===== src/rtl/assert_macros.svh =====
`ifndef ASSERT_MACROS_SVH
`define ASSERT_MACROS_SVH

// The expression must hold at every rising clock edge outside reset.
`define ASSERT_ALWAYS(lbl, clk, rst, expr) \
  lbl: assert property (@(posedge clk) disable iff (rst) (expr)) \
    else $error("assertion failed");

// The consequent must hold in the same cycle as the antecedent.
`define ASSERT_IMPLIES(lbl, clk, rst, ante, cons) \
  lbl: assert property (@(posedge clk) disable iff (rst) (ante) |-> (cons)) \
    else $error("assertion failed");

`endif


===== src/rtl/rhpm_pkg.sv =====
`timescale 1ns / 1ps
`default_nettype none

package rhpm_pkg;

  localparam int MAX_PATTERN_DEF = 64;
  localparam int INDEX_BITS_DEF  = 32;

  localparam int HASH_W  = 16;
  localparam int BYTE_W  = 8;
  localparam int STEP_W  = $clog2(BYTE_W);
  localparam int CMD_W   = 2;
  localparam int OUT_IDX_W = 32;

  localparam logic [HASH_W-1:0] MODULUS_RESET = 16'd101;

  localparam logic [CMD_W-1:0] CMD_TEXT    = 2'd0;
  localparam logic [CMD_W-1:0] CMD_PATTERN = 2'd1;
  localparam logic [CMD_W-1:0] CMD_CLEAR   = 2'd2;

  typedef struct packed {
    logic              abort;
    logic              start;
    logic              mul;
    logic [HASH_W-1:0] init;
    logic [BYTE_W-1:0] data;
    logic [HASH_W-1:0] mcand;
  } mod_req_t;

  typedef struct packed {
    logic busy;
    logic done;
  } mod_stat_t;

endpackage

`default_nettype wire


===== src/rtl/rhpm_in_if.sv =====
`timescale 1ns / 1ps
`default_nettype none

interface rhpm_in_if import rhpm_pkg::*; ();
  logic              valid;
  logic              ready;
  logic [CMD_W-1:0]  command;
  logic [BYTE_W-1:0] data_byte;

  modport source (output valid, output command, output data_byte, input ready);
  modport sink (input valid, input command, input data_byte, output ready);
endinterface

`default_nettype wire


===== src/rtl/rhpm_out_if.sv =====
`timescale 1ns / 1ps
`default_nettype none

interface rhpm_out_if import rhpm_pkg::*; ();
  logic                 valid;
  logic                 ready;
  logic                 true_match;
  logic [OUT_IDX_W-1:0] start_index;

  modport source (output valid, output true_match, output start_index, input ready);
  modport sink (input valid, input true_match, input start_index, output ready);
endinterface

`default_nettype wire


===== src/rtl/rhpm_ram.sv =====
`timescale 1ns / 1ps
`default_nettype none

module rhpm_ram #(
  parameter int WIDTH = 8,
  parameter int DEPTH = 64,
  localparam int AW = (DEPTH > 1) ? $clog2(DEPTH) : 1
) (
  input  wire logic             clk,
  input  wire logic             we,
  input  wire logic [AW-1:0]    waddr,
  input  wire logic [WIDTH-1:0] wdata,
  input  wire logic [AW-1:0]    raddr,
  output logic      [WIDTH-1:0] rdata
);

  logic [WIDTH-1:0] mem [DEPTH];

  always_ff @(posedge clk) begin
    if (we) begin
      mem[waddr] <= wdata;
    end
    rdata <= mem[raddr];
  end

endmodule

`default_nettype wire


===== src/rtl/rhpm_mod_unit.sv =====
`timescale 1ns / 1ps
`default_nettype none
`include "assert_macros.svh"

// Computes (2*r + a) mod m once per cycle over the eight bits of a byte, MSB
// first. In shift mode a is the bit, giving (init*256 + data) mod m. In
// multiply mode a is the bit times mcand, giving (data*mcand) mod m.
module rhpm_mod_unit import rhpm_pkg::*; (
  input  wire logic              clk,
  input  wire logic              rst,
  input  wire mod_req_t          req,
  input  wire logic [HASH_W-1:0] m,
  output mod_stat_t              stat,
  output logic      [HASH_W-1:0] res
);

  logic              active;
  logic              done;
  logic [STEP_W-1:0] cnt;
  logic [HASH_W-1:0] r;
  logic [BYTE_W-1:0] sh;
  logic              mul;
  logic [HASH_W-1:0] mcand;

  logic              bitv;
  logic [HASH_W-1:0] addend;
  logic [HASH_W+1:0] t;
  logic [HASH_W+1:0] m1;
  logic [HASH_W+1:0] m2;
  logic [HASH_W+1:0] tr;

  always_comb begin
    bitv   = sh[BYTE_W-1];
    addend = mul ? (bitv ? mcand : '0) : HASH_W'(bitv);
    t      = {1'b0, r, 1'b0} + {2'b00, addend};
    m1     = {2'b00, m};
    m2     = {1'b0, m, 1'b0};
    if (t >= m2) begin
      tr = t - m2;
    end else if (t >= m1) begin
      tr = t - m1;
    end else begin
      tr = t;
    end
  end

  always_ff @(posedge clk) begin
    if (rst || req.abort) begin
      active <= 1'b0;
      done   <= 1'b0;
      cnt    <= '0;
    end else begin
      done <= 1'b0;
      if (req.start) begin
        active <= 1'b1;
        cnt    <= '0;
        r      <= req.init;
        sh     <= req.data;
        mul    <= req.mul;
        mcand  <= req.mcand;
      end else if (active) begin
        r   <= tr[HASH_W-1:0];
        sh  <= {sh[BYTE_W-2:0], 1'b0};
        cnt <= cnt + 1'b1;
        if (cnt == STEP_W'(BYTE_W - 1)) begin
          active <= 1'b0;
          done   <= 1'b1;
        end
      end
    end
  end

  assign stat.busy = active;
  assign stat.done = done;
  assign res       = r;

  `ASSERT_IMPLIES(a_no_restart, clk, rst, req.start && !req.abort, !active)

endmodule

`default_nettype wire


===== src/rtl/rolling_hash_pattern_matcher_core.sv =====
// Rabin-Karp matcher over a byte stream.
// Requests arrive on the item channel (valid/ready) with a command and a byte:
// text byte, append pattern byte, or clear pattern and text. Results leave on
// the result channel (valid/ready): the start index of a window whose hash
// equals the pattern hash, and whether the bytes really match.
// The modulus register is written through cfg_we/cfg_wdata; a write also
// clears the pattern and the text.
// One request is worked at a time on a shared modular step unit that handles
// one bit per cycle. A pattern byte runs a hash step, then a power step. A
// text byte runs only the roll while the window is filling, and once it is
// full a drop of the oldest byte, then the roll. On a hash hit the window is
// compared against the pattern byte by byte (a read state, then a check
// state) through the two RAM read ports, and then the result is emitted.
// Reset is synchronous; it clears the pattern, the text and the modulus to
// 101. A result waits in the output register while the receiver stalls; the
// next request is still accepted, and only a further result waits until the
// register is free.
`timescale 1ns / 1ps
`default_nettype none
`include "assert_macros.svh"

module rolling_hash_pattern_matcher_core import rhpm_pkg::*; #(
  parameter int MAX_PATTERN = MAX_PATTERN_DEF,
  parameter int INDEX_BITS  = INDEX_BITS_DEF
) (
  input  wire logic              clk,
  input  wire logic              rst,
  input  wire logic              cfg_we,
  input  wire logic [HASH_W-1:0] cfg_wdata,
  rhpm_in_if.sink                item,
  rhpm_out_if.source             result
);

  localparam int PTR_W = (MAX_PATTERN > 1) ? $clog2(MAX_PATTERN) : 1;
  localparam int CNT_W = $clog2(MAX_PATTERN + 1);
  localparam int XW    = (INDEX_BITS > OUT_IDX_W) ? INDEX_BITS : OUT_IDX_W;
  localparam logic [CNT_W:0]   MAX_C   = (CNT_W + 1)'(MAX_PATTERN);
  localparam logic [CNT_W-1:0] MAX_CNT = CNT_W'(MAX_PATTERN);
  localparam logic [PTR_W-1:0] LAST    = PTR_W'(MAX_PATTERN - 1);

  typedef enum logic [8:0] {
    S_IDLE  = 9'b000000001,
    S_PHASH = 9'b000000010,
    S_PPOW  = 9'b000000100,
    S_OLD   = 9'b000001000,
    S_DROP  = 9'b000010000,
    S_ROLL  = 9'b000100000,
    S_CRD   = 9'b001000000,
    S_CCHK  = 9'b010000000,
    S_EMIT  = 9'b100000000
  } state_t;

  function automatic logic [PTR_W-1:0] wrap_back(input logic [PTR_W-1:0] p,
                                                 input logic [CNT_W-1:0] n);
    logic [CNT_W:0] d;
    d = (CNT_W + 1)'(p) + MAX_C - {1'b0, n};
    if (d >= MAX_C) begin
      d = d - MAX_C;
    end
    return d[PTR_W-1:0];
  endfunction

  function automatic logic [PTR_W-1:0] next_ptr(input logic [PTR_W-1:0] p);
    return (p == LAST) ? '0 : p + 1'b1;
  endfunction

  state_t                  state;
  logic [HASH_W-1:0]       modulus;
  logic [CNT_W-1:0]        count;
  logic [HASH_W-1:0]       phash;
  logic [HASH_W-1:0]       lp;
  logic [HASH_W-1:0]       whash;
  logic [INDEX_BITS-1:0]   pos;
  logic [PTR_W-1:0]        head;
  logic [CNT_W-1:0]        fill;
  logic [BYTE_W-1:0]       byte_q;
  logic [CNT_W-1:0]        j;
  logic [PTR_W-1:0]        rp;
  logic                    match_flag;
  logic                    out_valid;
  logic                    out_match;
  logic [OUT_IDX_W-1:0]    out_idx;

  logic                    accept;
  logic [HASH_W-1:0]       m_eff;
  mod_req_t                mreq;
  mod_stat_t               mstat;
  logic [HASH_W-1:0]       mres;
  logic                    pat_we;
  logic [BYTE_W-1:0]       pat_rdata;
  logic                    ring_we;
  logic [PTR_W-1:0]        ring_raddr;
  logic [BYTE_W-1:0]       ring_rdata;
  logic [CNT_W-1:0]        fill_next;
  logic [PTR_W-1:0]        head_next;
  logic [INDEX_BITS-1:0]   idx_start;
  logic [XW-1:0]           idx_wide;

  assign accept = item.valid && item.ready;
  assign m_eff  = (modulus == '0) ? HASH_W'(1) : modulus;

  assign fill_next = (fill < count) ? fill + 1'b1 : fill;
  assign head_next = next_ptr(head);
  assign idx_start = pos + INDEX_BITS'(1) - INDEX_BITS'(count);
  assign idx_wide  = XW'(idx_start);

  assign pat_we  = (state == S_IDLE) && accept && !cfg_we &&
                   (item.command == CMD_PATTERN) && (count < MAX_CNT);
  assign ring_we = (state == S_ROLL) && mstat.done && !cfg_we;
  assign ring_raddr = (state == S_IDLE) ? wrap_back(head, count) : rp;

  always_comb begin
    mreq       = '0;
    mreq.abort = cfg_we;
    case (state)
      S_IDLE: begin
        if (accept) begin
          if (item.command == CMD_PATTERN && count < MAX_CNT) begin
            mreq.start = 1'b1;
            mreq.init  = phash;
            mreq.data  = item.data_byte;
          end else if (item.command == CMD_TEXT && count != '0 && fill < count) begin
            mreq.start = 1'b1;
            mreq.init  = whash;
            mreq.data  = item.data_byte;
          end
        end
      end
      S_PHASH: begin
        if (mstat.done) begin
          mreq.start = 1'b1;
          mreq.init  = (count == '0) ? '0 : lp;
          mreq.data  = (count == '0) ? BYTE_W'(1) : '0;
        end
      end
      S_OLD: begin
        mreq.start = 1'b1;
        mreq.mul   = 1'b1;
        mreq.data  = ring_rdata;
        mreq.mcand = lp;
      end
      S_DROP: begin
        if (mstat.done) begin
          mreq.start = 1'b1;
          mreq.init  = (whash >= mres) ? whash - mres : whash + m_eff - mres;
          mreq.data  = byte_q;
        end
      end
      default: begin
      end
    endcase
  end

  always_ff @(posedge clk) begin
    if (rst) begin
      state     <= S_IDLE;
      modulus   <= MODULUS_RESET;
      count     <= '0;
      phash     <= '0;
      lp        <= HASH_W'(1);
      whash     <= '0;
      pos       <= '0;
      head      <= '0;
      fill      <= '0;
      out_valid <= 1'b0;
    end else begin
      if (result.ready && (cfg_we || state != S_EMIT)) begin
        out_valid <= 1'b0;
      end
      if (cfg_we) begin
        modulus <= cfg_wdata;
        state   <= S_IDLE;
        count   <= '0;
        phash   <= '0;
        lp      <= HASH_W'(1);
        whash   <= '0;
        pos     <= '0;
        head    <= '0;
        fill    <= '0;
      end else begin
        case (state)
          S_IDLE: begin
            if (accept) begin
              byte_q <= item.data_byte;
              case (item.command)
                CMD_TEXT: begin
                  if (count != '0) begin
                    state <= (fill < count) ? S_ROLL : S_OLD;
                  end
                end
                CMD_PATTERN: begin
                  whash <= '0;
                  pos   <= '0;
                  head  <= '0;
                  fill  <= '0;
                  if (count < MAX_CNT) begin
                    state <= S_PHASH;
                  end
                end
                CMD_CLEAR: begin
                  count <= '0;
                  phash <= '0;
                  lp    <= HASH_W'(1);
                  whash <= '0;
                  pos   <= '0;
                  head  <= '0;
                  fill  <= '0;
                end
                default: begin
                end
              endcase
            end
          end
          S_PHASH: begin
            if (mstat.done) begin
              phash <= mres;
              state <= S_PPOW;
            end
          end
          S_PPOW: begin
            if (mstat.done) begin
              lp    <= mres;
              count <= count + 1'b1;
              state <= S_IDLE;
            end
          end
          S_OLD: begin
            state <= S_DROP;
          end
          S_DROP: begin
            if (mstat.done) begin
              state <= S_ROLL;
            end
          end
          S_ROLL: begin
            if (mstat.done) begin
              whash <= mres;
              head  <= head_next;
              fill  <= fill_next;
              if (fill_next == count && mres == phash) begin
                j     <= '0;
                rp    <= wrap_back(head_next, count);
                state <= S_CRD;
              end else begin
                pos   <= pos + 1'b1;
                state <= S_IDLE;
              end
            end
          end
          S_CRD: begin
            state <= S_CCHK;
          end
          S_CCHK: begin
            if (ring_rdata != pat_rdata) begin
              match_flag <= 1'b0;
              state      <= S_EMIT;
            end else if ((j + 1'b1) == count) begin
              match_flag <= 1'b1;
              state      <= S_EMIT;
            end else begin
              j     <= j + 1'b1;
              rp    <= next_ptr(rp);
              state <= S_CRD;
            end
          end
          S_EMIT: begin
            if (!out_valid || result.ready) begin
              out_valid <= 1'b1;
              out_match <= match_flag;
              out_idx   <= idx_wide[OUT_IDX_W-1:0];
              pos       <= pos + 1'b1;
              state     <= S_IDLE;
            end
          end
          default: begin
            state <= S_IDLE;
          end
        endcase
      end
    end
  end

  rhpm_mod_unit u_mod (
    .clk  (clk),
    .rst  (rst),
    .req  (mreq),
    .m    (m_eff),
    .stat (mstat),
    .res  (mres)
  );

  rhpm_ram #(
    .WIDTH (BYTE_W),
    .DEPTH (MAX_PATTERN)
  ) u_pattern_ram (
    .clk   (clk),
    .we    (pat_we),
    .waddr (count[PTR_W-1:0]),
    .wdata (item.data_byte),
    .raddr (j[PTR_W-1:0]),
    .rdata (pat_rdata)
  );

  rhpm_ram #(
    .WIDTH (BYTE_W),
    .DEPTH (MAX_PATTERN)
  ) u_window_ram (
    .clk   (clk),
    .we    (ring_we),
    .waddr (head),
    .wdata (byte_q),
    .raddr (ring_raddr),
    .rdata (ring_rdata)
  );

  assign item.ready         = (state == S_IDLE);
  assign result.valid       = out_valid;
  assign result.true_match  = out_match;
  assign result.start_index = out_idx;

  `ASSERT_ALWAYS(a_fill_le_count, clk, rst, fill <= count)
  `ASSERT_ALWAYS(a_head_range, clk, rst, head <= LAST)
  `ASSERT_IMPLIES(a_emit_full, clk, rst, state == S_EMIT, fill == count && count != '0)
  `ASSERT_IMPLIES(a_busy_state, clk, rst, mstat.busy, state == S_PHASH || state == S_PPOW || state == S_DROP || state == S_ROLL)

endmodule

`default_nettype wire


===== src/flat_wrapper.sv =====
// flat-port wrapper written by rule: the top's interface ports become plain ports
module rolling_hash_pattern_matcher_core_flat import rhpm_pkg::*;
#(
  parameter int MAX_PATTERN = MAX_PATTERN_DEF,
  parameter int INDEX_BITS  = INDEX_BITS_DEF
)
  (clk, rst, cfg_we, cfg_wdata, item_valid, item_command, item_data_byte, item_ready, result_valid, result_true_match, result_start_index, result_ready);
  rhpm_in_if item_i ();
  rhpm_out_if result_i ();
  input  wire logic clk;
  input  wire logic rst;
  input  wire logic cfg_we;
  input  wire logic [HASH_W-1:0] cfg_wdata;
  input wire logic [$bits(item_i.valid)-1:0] item_valid;
  input wire logic [$bits(item_i.command)-1:0] item_command;
  input wire logic [$bits(item_i.data_byte)-1:0] item_data_byte;
  output wire logic [$bits(item_i.ready)-1:0] item_ready;
  output wire logic [$bits(result_i.valid)-1:0] result_valid;
  output wire logic [$bits(result_i.true_match)-1:0] result_true_match;
  output wire logic [$bits(result_i.start_index)-1:0] result_start_index;
  input wire logic [$bits(result_i.ready)-1:0] result_ready;
  assign item_i.valid = item_valid;
  assign item_i.command = item_command;
  assign item_i.data_byte = item_data_byte;
  assign item_ready = item_i.ready;
  assign result_valid = result_i.valid;
  assign result_true_match = result_i.true_match;
  assign result_start_index = result_i.start_index;
  assign result_i.ready = result_ready;
  rolling_hash_pattern_matcher_core #(.MAX_PATTERN(MAX_PATTERN), .INDEX_BITS(INDEX_BITS)) u_core (.clk(clk), .rst(rst), .cfg_we(cfg_we), .cfg_wdata(cfg_wdata), .item(item_i), .result(result_i));
endmodule

===== config.mk =====
export PLATFORM = sky130hd
export DESIGN_NAME = rolling_hash_pattern_matcher_core_flat
export DESIGN_NICKNAME = d
export VERILOG_FILES = /design/src/rtl/rhpm_pkg.sv /design/src/rtl/rhpm_in_if.sv /design/src/rtl/rhpm_out_if.sv /design/src/rtl/rhpm_ram.sv /design/src/rtl/rhpm_mod_unit.sv /design/src/rtl/rolling_hash_pattern_matcher_core.sv /design/src/flat_wrapper.sv
export VERILOG_INCLUDE_DIRS = /design/src /design/src/rtl
export SDC_FILE = /design/constraint.sdc
export NUM_CORES = 2
export LEC_CHECK = 0
export BUFFER_PORTS_ARGS = -buffer_cell sky130_fd_sc_hd__buf_2
export CORE_ASPECT_RATIO = 0.7
export CORE_UTILIZATION = 30
export DETAILED_ROUTE_END_ITERATION = 8
export SYNTH_ARGS = -nofsm -noshare
export SYNTH_HDL_FRONTEND = slang
export SYNTH_SLANG_ARGS = --single-unit

===== constraint.sdc =====
create_clock -name clk -period 5.3 [get_ports clk]
set_input_delay 1.06 -clock clk [delete_from_list [all_inputs] [get_ports clk]]
set_output_delay 1.06 -clock clk [all_outputs]
set_load 0.01 [all_outputs]

==> impl_metrics.ini <==
[critical_path]
rr_startpoint = u_core.u_mod.mul$_DFFE_PP_
start_kind = flip-flop
crit_type = reg2reg
critPathRequiredTime_ns = 5.77
end_kind = flip-flop
ff2ff_path_depth = 18
cp.arrival_ns = 5.39
regToRegEndpoint = u_core.u_mod.res[8]$_DFFE_PP_
crit_fanout = 13
rrSetupSlack_ns = 0.37

[drt]
drc = 0
viasPerCell = 5.212
drtIter0Drc = 4009
wire_per_inst_um = 21.90
firstDrtPassIters = 5
antenna_left = 0
vias = 36950
drt-total-wl_mm = 155.2

[clocking]
clock_latency_ns = 0.77
cts-buffers-inserted = 121
ctsRootBufferMaster = clkbuf_16
hold_buffers = 0
cts_buffer_depth = 3
cts_max_level = 3
cts.sinks = 1267
clk_pin_slew_ns = 0.07
cts_tree = yes

[die]
die_y_um = 368.3
start_util_pct = 30.19
die_x_um = 525.3
rows = 134
die_area_sq_um = 193400
ios = 66
core_area_sq_um = 190500

[pwr]
p_leak_uw = 0.02222
ir_worst_vdd_uv = 283.2
powerDensity_nw_per_um2 = 317.7

[timing]
tightest_slew_ns = 1.370
period_minus_slack_ns = 4.927
finalSetupViolations = 0
hold_viol = 0
worst_slack_ns = 0.3725
relSlewSlack_pct = 8.698
finalClockSkew_ns = 0.04920
finalCritPeriodShare_pct = 92.97
slew_violations = 0
setup_tns_ns = 0
rsz0062_at_grt = no
fmax_ghz = 0.2029

[synthesis]
yosys.cell_types.count = 90
yosys.area.top_type = edfxtp_1
synth_cells = 4328
synth_area_sq_um = 57500
synth_top_flop_cell = edfxtp_1
synth_edf_count = 1120
synth_top_family_by_area = simple AND/OR/NAND/NOR gates
synthSimpleGateAreaFrac_pct = 11.20
synth_seq_cells = 1267
syn_area_per_cell_sq_um = 13.29
yosys-top-cells-count = edfxtp_1, nand2_1, nor2_1
synth_area_leaders = edfxtp_1, mux4_2, dfxtp_1, nand2_1, ha_1
synth_mux_area_share_pct = 8.282
synth.most_common_cell = edfxtp_1
synthesis.nets = 4489
yosys.area.top_type_share_pct = 58.49
yosysWarnings = 0
ys_seq_area_share_pct = 63.61
synth-adder-area-share_pct = 3.160
synth_xor_area_share_pct = 2.622
synthArstFlopShare_pct = 0
synth-compound-area-share_pct = 8.497

[finish]
antenna_cells = 0
drive_above_1_share_pct = 14.43
area_growth_pct = 14.24
nNetsFinal = 4628

[grt]
grt_max_degree = 79
grt_usage_pct = 15.70
grt_pass1_vias = 35040
overflow = 0
antenna_found_initial = 5
grt_first_pass_wirelength_mm = 231.1

[flow_run]
drv_cap = 0

[worst_hold_path]
hp-class = reg2reg
worstHoldStart = u_core.state[6]$_SDFFE_PN0P_
whs_path_depth = 2
holdPathEnd = u_core.state[7]$_SDFFE_PN0P_

[placement]
post-dp-hpwl_mm = 102.0
portBuffers = 65
gp_congestion = 0.8754
dpl_worst_slack_ns = 0.3170

[run_status]
status = finished, final reports clean
[report_power, final]
part	internal [uW]	switching, uW
registers	10800	53.6
clock network	4930	3890
logic	374	782
total	16100	4720
[cells by family (layout without fill, tap and decap cells)]
group / after synthesis / in the layout
and+or+nand+nor: 1396 / 1396
DFF: 1267 / 1267
AOI/OAI and AO/OA: 721 / 721
buffers and inverters: 376 / 621
muxes: 265 / 265
xor gates and xnor gates: 169 / 169
adders and majority gates: 134 / 134
[layout make-up]
class / count / area (sq um)
multi-input combinational: 2685 / 19560
inverter: 132 / 495.5
tap: 2516 / 3148
clock inverter: 78 / 764.5
clock buffer: 151 / 3243
sequential: 1267 / 36580
timing repair buffer: 260 / 1906
fill: 18370 / 124800
[sequential cells by signal (all words and copies together), names as in the netlist, 3 cells and up]
signal                      flops
u_core.lp                      16
u_core.result.start_index      32
u_core.u_pattern_ram.rdata      8
u_core.fill                     7
u_core.rp                       6
u_core.count                    7
u_core.head                     6
u_core.u_pattern_ram.mem      512
u_core.u_window_ram.mem       512
u_core.whash                   16
u_core.modulus                 16
u_core.byte_q                   8
u_core.phash                   16
u_core.u_mod.mcand             16
u_core.state                    9
u_core.u_mod.cnt                3
u_core.u_mod.res               16
u_core.pos                     32
u_core.j                        7
u_core.u_window_ram.rdata       8
u_core.u_mod.sh                 8
[critical path, stage by stage (launching register included)]
cell and delay (ns):
edfxtp_1 0.42, buf_4 0.20, and3_1 0.17, ha_1 0.38
a21o_1 0.20, a21oi_1 0.22, nand3_1 0.19, a31o_2 0.30
a21oi_1 0.18, xnor2_1 0.22, ha_1 0.35, a21oi_1 0.20
inv_1 0.07, maj3_1 0.37, a41oi_1 0.27, nand3_2 0.20
nor2b_1 0.26, a222oi_1 0.32, o21ai_0 0.11
[layer usage]
metal | GRT usage, % | share of wire [%]
met1 | 24.69 | 48
met2 | 22.03 | 42
met3 | 2.679 | 8.2
met4 | 3.693 | 2.1
met5 | 0 | 0
[cell usage in the layout (no fill, tap or decap), types with 101 or more instances in the layout]
master / count
clkbuf_16: 123
buf_4: 185
mux4_2: 168
nand3_1: 182
nand2_1: 512
nor2_1: 338
xnor2_1: 110
a21oi_1: 149
edfxtp_1: 1120
inv_1: 129
dfxtp_1: 147
ha_1: 110
a211oi_1: 101
o21ai_0: 120
[repair_timing]
item,CTS,global route
gates resized for setup,0,7
setup buffers,0,0
endpoints found under the setup margin,0,14
[worst max-delay path by stage]
stage,start,to,slack (ns),depth (start not counted)
after floorplan,cfg_we,u_core.result.start_index[0]$_DFFE_PP_,0.47,5
after global placement,u_core.u_mod.mul$_DFFE_PP_,u_core.u_mod.res[4]$_DFFE_PP_,0.42,20
after detailed placement,u_core.u_mod.mul$_DFFE_PP_,u_core.u_mod.res[1]$_DFFE_PP_,0.32,20
after CTS,u_core.u_mod.mul$_DFFE_PP_,u_core.u_mod.res[1]$_DFFE_PP_,0.26,20
after global routing,u_core.u_mod.sh[7]$_DFFE_PP_,u_core.u_mod.res[12]$_DFFE_PP_,0.03,20
final,u_core.u_mod.mul$_DFFE_PP_,u_core.u_mod.res[8]$_DFFE_PP_,0.37,18
[stage by stage]
stage | instances | power (uW) | area [sq um] | utilization [%] | hold WS [ns]
2_1_floorplan | 4328 | 11810 | 57500 | - | 0.4003
3_3_place_gp | 6860 | 12250 | 61660 | 32.37 | 0.4596
3_5_place_dp | 6860 | 12260 | 61660 | 32.37 | 0.4689
4_1_cts | 7089 | 21000 | 65670 | 34.48 | 0.4789
5_1_grt | 7089 | 21490 | 65690 | 34.49 | 0.5035
6_report | 7089 | 20870 | 65690 | 34.49 | 0.4790
Note: power is estimated with default switching activity, not from simulation.
